$ cat src/hdl/spc_pkg.sv
// ----------------------------------------------------------------------------
// Sprite pixel collision package
// Shared constants for the sprite pixel collision unit.
// ----------------------------------------------------------------------------
package spc_pkg;

  localparam int unsigned MaxSpritePixels = 4096;

  localparam logic [1:0] KIND_LOAD_FIRST  = 2'd0;
  localparam logic [1:0] KIND_LOAD_SECOND = 2'd1;
  localparam logic [1:0] KIND_DETECT      = 2'd2;

  localparam logic [1:0] VERDICT_NONE    = 2'd0;
  localparam logic [1:0] VERDICT_BOXES   = 2'd1;
  localparam logic [1:0] VERDICT_COLLIDE = 2'd2;

  localparam logic [2:0] REG_CELL_W  = 3'd0;
  localparam logic [2:0] REG_CELL_H  = 3'd1;
  localparam logic [2:0] REG_FIRST_W = 3'd2;
  localparam logic [2:0] REG_FIRST_H = 3'd3;
  localparam logic [2:0] REG_SEC_W   = 3'd4;
  localparam logic [2:0] REG_SEC_H   = 3'd5;

endpackage

$ cat src/hdl/spc_scaler.sv
// ----------------------------------------------------------------------------
// Sprite pixel collision scaler
// Shared multiply then restoring divider: q = floor(o * raw / cell_size),
// one quotient bit per cycle.
// ----------------------------------------------------------------------------
module spc_scaler
  import spc_pkg::*;
(
  input  logic        clk,
  input  logic        rst,
  input  logic        start,
  input  logic [7:0]  offset,
  input  logic [6:0]  raw,
  input  logic [7:0]  cell_size,
  output logic        done,
  output logic [6:0]  quot
);

  // Product below 255*128 fits 15 bits; quotient < 128 if offset < cell_size.
  logic [14:0] dividend;
  logic [7:0]  divisor;
  logic [8:0]  rem;
  logic [3:0]  count;
  logic        busy;
  logic [8:0]  trial;
  logic [8:0]  shifted;

  always_comb begin
    shifted = {rem[7:0], dividend[14]};
    trial   = shifted - {1'b0, divisor};
  end

  always_ff @(posedge clk) begin
    if (rst) begin
      busy <= 1'b0;
      done <= 1'b0;
      count <= '0;
    end else begin
      if (start) begin
        dividend <= {7'd0, offset} * {8'd0, raw};
        divisor <= cell_size;
        rem <= '0;
        count <= 4'd15;
        busy <= 1'b1;
        done <= 1'b0;
      end else if (busy) begin
        if (!trial[8]) begin
          rem <= trial;
          dividend <= {dividend[13:0], 1'b1};
        end else begin
          rem <= shifted;
          dividend <= {dividend[13:0], 1'b0};
        end
        count <= count - 4'd1;
        busy <= (count != 4'd1);
        done <= (count == 4'd1);
      end else begin
        done <= 1'b0;
      end
    end
  end

  assign quot = dividend[6:0];

endmodule

$ cat config.mk
export PLATFORM = sky130hd
export DESIGN_NAME = spc_scaler
export DESIGN_NICKNAME = d
export VERILOG_FILES = /design/src/hdl/spc_pkg.sv /design/src/hdl/spc_scaler.sv
export SDC_FILE = /design/constraint.sdc
export NUM_CORES = 1
export LEC_CHECK = 0
export CORE_MARGIN = 2
export CORE_UTILIZATION = 65
export CTS_BUF_LIST = sky130_fd_sc_hd__clkbuf_8 sky130_fd_sc_hd__clkbuf_16
export CTS_CLUSTER_DIAMETER = 150
export DETAILED_ROUTE_END_ITERATION = 12
export DONT_BUFFER_PORTS = 1
export PLACE_DENSITY = 0.88
export SLEW_MARGIN = 25
export SYNTH_ARGS = -nofsm -noshare
export SYNTH_HDL_FRONTEND = slang
export SYNTH_SLANG_ARGS = --single-unit
$ cat constraint.sdc
create_clock -name clk -period 6.6 [get_ports clk]
set_clock_uncertainty 0.1 [all_clocks]
set_input_delay 0.99 -clock clk [delete_from_list [all_inputs] [get_ports clk]]
set_output_delay 0.99 -clock clk [all_outputs]
set_load 0.01 [all_outputs]
==> results.ini <==
[run_status]
status = finished, final reports clean

[clock_tree]
clk_latency_ns = 0.29
root_buffer = clkbuf_8
postCtsSetupBuffers = 0
clk_path_buf_depth = 2
cts_resized = 0
cts_tree = built
hold_buffers = 0
numClockSinks = 37
cts_made_buffers = 5
htree_levels = 2
clk_pin_slew_ns = 0.07

[setup_path]
reg2reg_depth = 8
crit_path_cell_trace = and2_1 -> fa_1 -> inv_1 -> fa_1 -> inv_1 -> fa_1 -> inv_1 -> fa_1 -> inv_1 -> ha_1 -> o21a_1 -> a211o_1 -> a21oi_1 -> xnor2_1 -> mux2_2
start_kind = input port
slowest_delay_ns = 0.54
required_ns = 6.54
critical_path_class = input port to flop
worst_path_max_delay_cell = fa_1
r2r_start = dividend[14]$_DFFE_PP_
rrSetupSlack_ns = 3.59
critPathCaptureType = flop
cp_max_fo = 8
r2r_end = rem[7]$_SDFFCE_PP0P_
arrival_ns = 4.74

[floorplan]
rows = 27
start_util = 0.684
dieHeight_um = 80.8
dieArea_um2 = 6530
die_w_um = 80.8
pin_count = 34
coreArea_um2 = 5610

[pwr]
power_density_nw_per_um2 = 265
peakVddDrop_mv = 0.193
leakage_nw = 1.76

[detailed_routing]
drt_iter0_drc = 207
wirelength_um = 7170
dr.pass1.iters = 4
ant_nets = 0
routed_via_density = 6.17
wl_per_cell_um = 15.9
vias = 2775
drc = 0

[grt]
grt_pass1_wl_um = 11900
grt_pass1_vias = 2711
grt_max_degree = 31
antenna_found_initial = 0
track_usage = 0.235
grt_overflow = 0

[hold_path]
hold_depth = 2
hold_class = flop to flop
min_from = dividend[8]$_DFFE_PP_
whs_endpoint = dividend[9]$_DFFE_PP_

[sta]
holdWs_ns = 0.461
fmax_ghz = 0.209
finalSetupViolations = 0
fin_crit_ns = 4.80
slew_headroom = 0.486
worst_pin_slew_ns = 0.769
period_share = 0.727
rsz0062_at_grt = no
fin_setup_tns_ns = 0
drv_slew = 0
hold_viol = 0

[placed_design]
gp_congestion = 0.818
io_buffers = 0
place_hpwl_um = 5670
postPlaceCellArea_um2 = 3850

[logic_synthesis]
ys_dominant_reg_cell = edfxtp_1
synthTopCellsByArea = edfxtp_1, fa_1, ha_1
yosysTopAreaCell = edfxtp_1
synth-edff-count = 31
netlist.area_leader.share = 0.243
syn-cell-area_um2 = 3830
ys_async_sr_fraction = 0
synth.distinct_cells = 53
synth_cells = 383
ys_ff_latch = 37
synth_warnings = 0
avgSynthCellArea_um2 = 10.0
ys_seq_area_frac = 0.274
syn_nets = 482

[finish]
drive_gt1_frac = 0.0608
area_growth_pct = 3.69
postLayoutCoreUtil = 0.709
insertedDiodeCount = 0
final_area_um2 = 3980
fin_nets = 476

[job]
maxCapViolCount = 0

## stage by stage
stage               total power, mW  setup WS [ns]  std cells
floorplan                     0.755           1.67        383
global placement              0.828           1.57        442
detailed placement            0.849           1.50        442
CTS                            1.05           1.80        450
global route                   1.14           1.67        450
finish                         1.05           1.80        450
## layout make-up
class / instances / area, um2
clock buffer: 6 / 82.6
inverter: 38 / 143
clock inverter: 2 / 37.5
multi-input combinational: 295 / 2570
tap: 72 / 90.1
fill: 389 / 1630
sequential: 37 / 1050
## registers in the layout, summed over array words and instances, names as in the netlist
register	count
count	4
rem	8
divisor	8
done	1
dividend	15
busy	1
## worst max-delay path: cells and delay by family
family | cells | cell delay [ns]
mux | 1 | 0.26
xor+xnor | 1 | 0.08
fa+ha+maj | 5 | 2.41
simple gates | 1 | 0.15
buf+inv | 4 | 0.20
compound gates | 3 | 0.65
## synth_stat cells, types with 2 or more instances
master	number
nor4_1	2
fa_1	30
o2111ai_1	2
a211oi_1	6
a211o_1	3
nand2b_1	5
nand3_1	9
o21bai_1	3
nor2_2	2
nor2_1	9
or3_1	6
a21oi_1	18
dfxtp_1	6
and2_1	45
mux2i_1	5
o311ai_0	2
nand2_1	31
a21o_1	6
xor2_1	3
o21ai_0	10
inv_1	38
mux2_2	8
o31a_1	2
nand3b_1	2
buf_4	7
nor4b_1	2
o21a_1	5
nand4_1	2
ha_1	43
nor2b_1	2
xnor2_1	7
nor3_1	6
buf_1	2
edfxtp_1	31
clkbuf_1	3
or4_1	3
## report_power, final
| group | total (mW) | internal [mW] | switching [mW] |
|---|---|---|---|
| Sequential | 0.319 | 0.301 | 0.0179 |
| Clock | 0.202 | 0.123 | 0.0788 |
| Combinational | 0.533 | 0.235 | 0.298 |
## how the worst max path moves through the flow
stage / end / startpoint / cells past startpoint
finish: dividend[12]$_DFFE_PP_ / raw[3] / 15
global route: dividend[12]$_DFFE_PP_ / raw[3] / 15
CTS: dividend[12]$_DFFE_PP_ / raw[3] / 15
detailed placement: dividend[12]$_DFFE_PP_ / raw[3] / 15
global placement: dividend[12]$_DFFE_PP_ / raw[3] / 15
floorplan: dividend[12]$_DFFE_PP_ / raw[3] / 15
## kinds of logic (layout without fill, tap and decap cells)
| kind of cell | after synthesis | in the layout | synth area share |
|---|---|---|---|
| adders and majority gates | 73 | 73 | 0.297 |
| and+or+nand+nor | 130 | 130 | 0.186 |
| muxes | 13 | 13 | 0.0366 |
| AOI/OAI and AO/OA | 69 | 69 | 0.126 |
| xor gates and xnor gates | 10 | 10 | 0.0228 |
| buffers and inverters | 51 | 46 | 0.0571 |
| DFF | 37 | 37 | 0.274 |
## routing by layer
metal	share of wire	vias up	track usage
met4	0.016	0	0.0712
met2	0.48	63	0.380
li1	-	1332	-
met3	0.038	16	0.0433
met1	0.46	1364	0.325
met5	0	-	0
## cell usage in the layout, fill, tap and decap left out, drive strengths merged, types with 9 or more instances in the layout
cell type	n
and2	45
a21oi	19
fa	30
nand2	31
o21ai	11
nand3	9
nor2	11
ha	43
edfxtp	31
inv	38
Power figures use the tool's default switching activity.
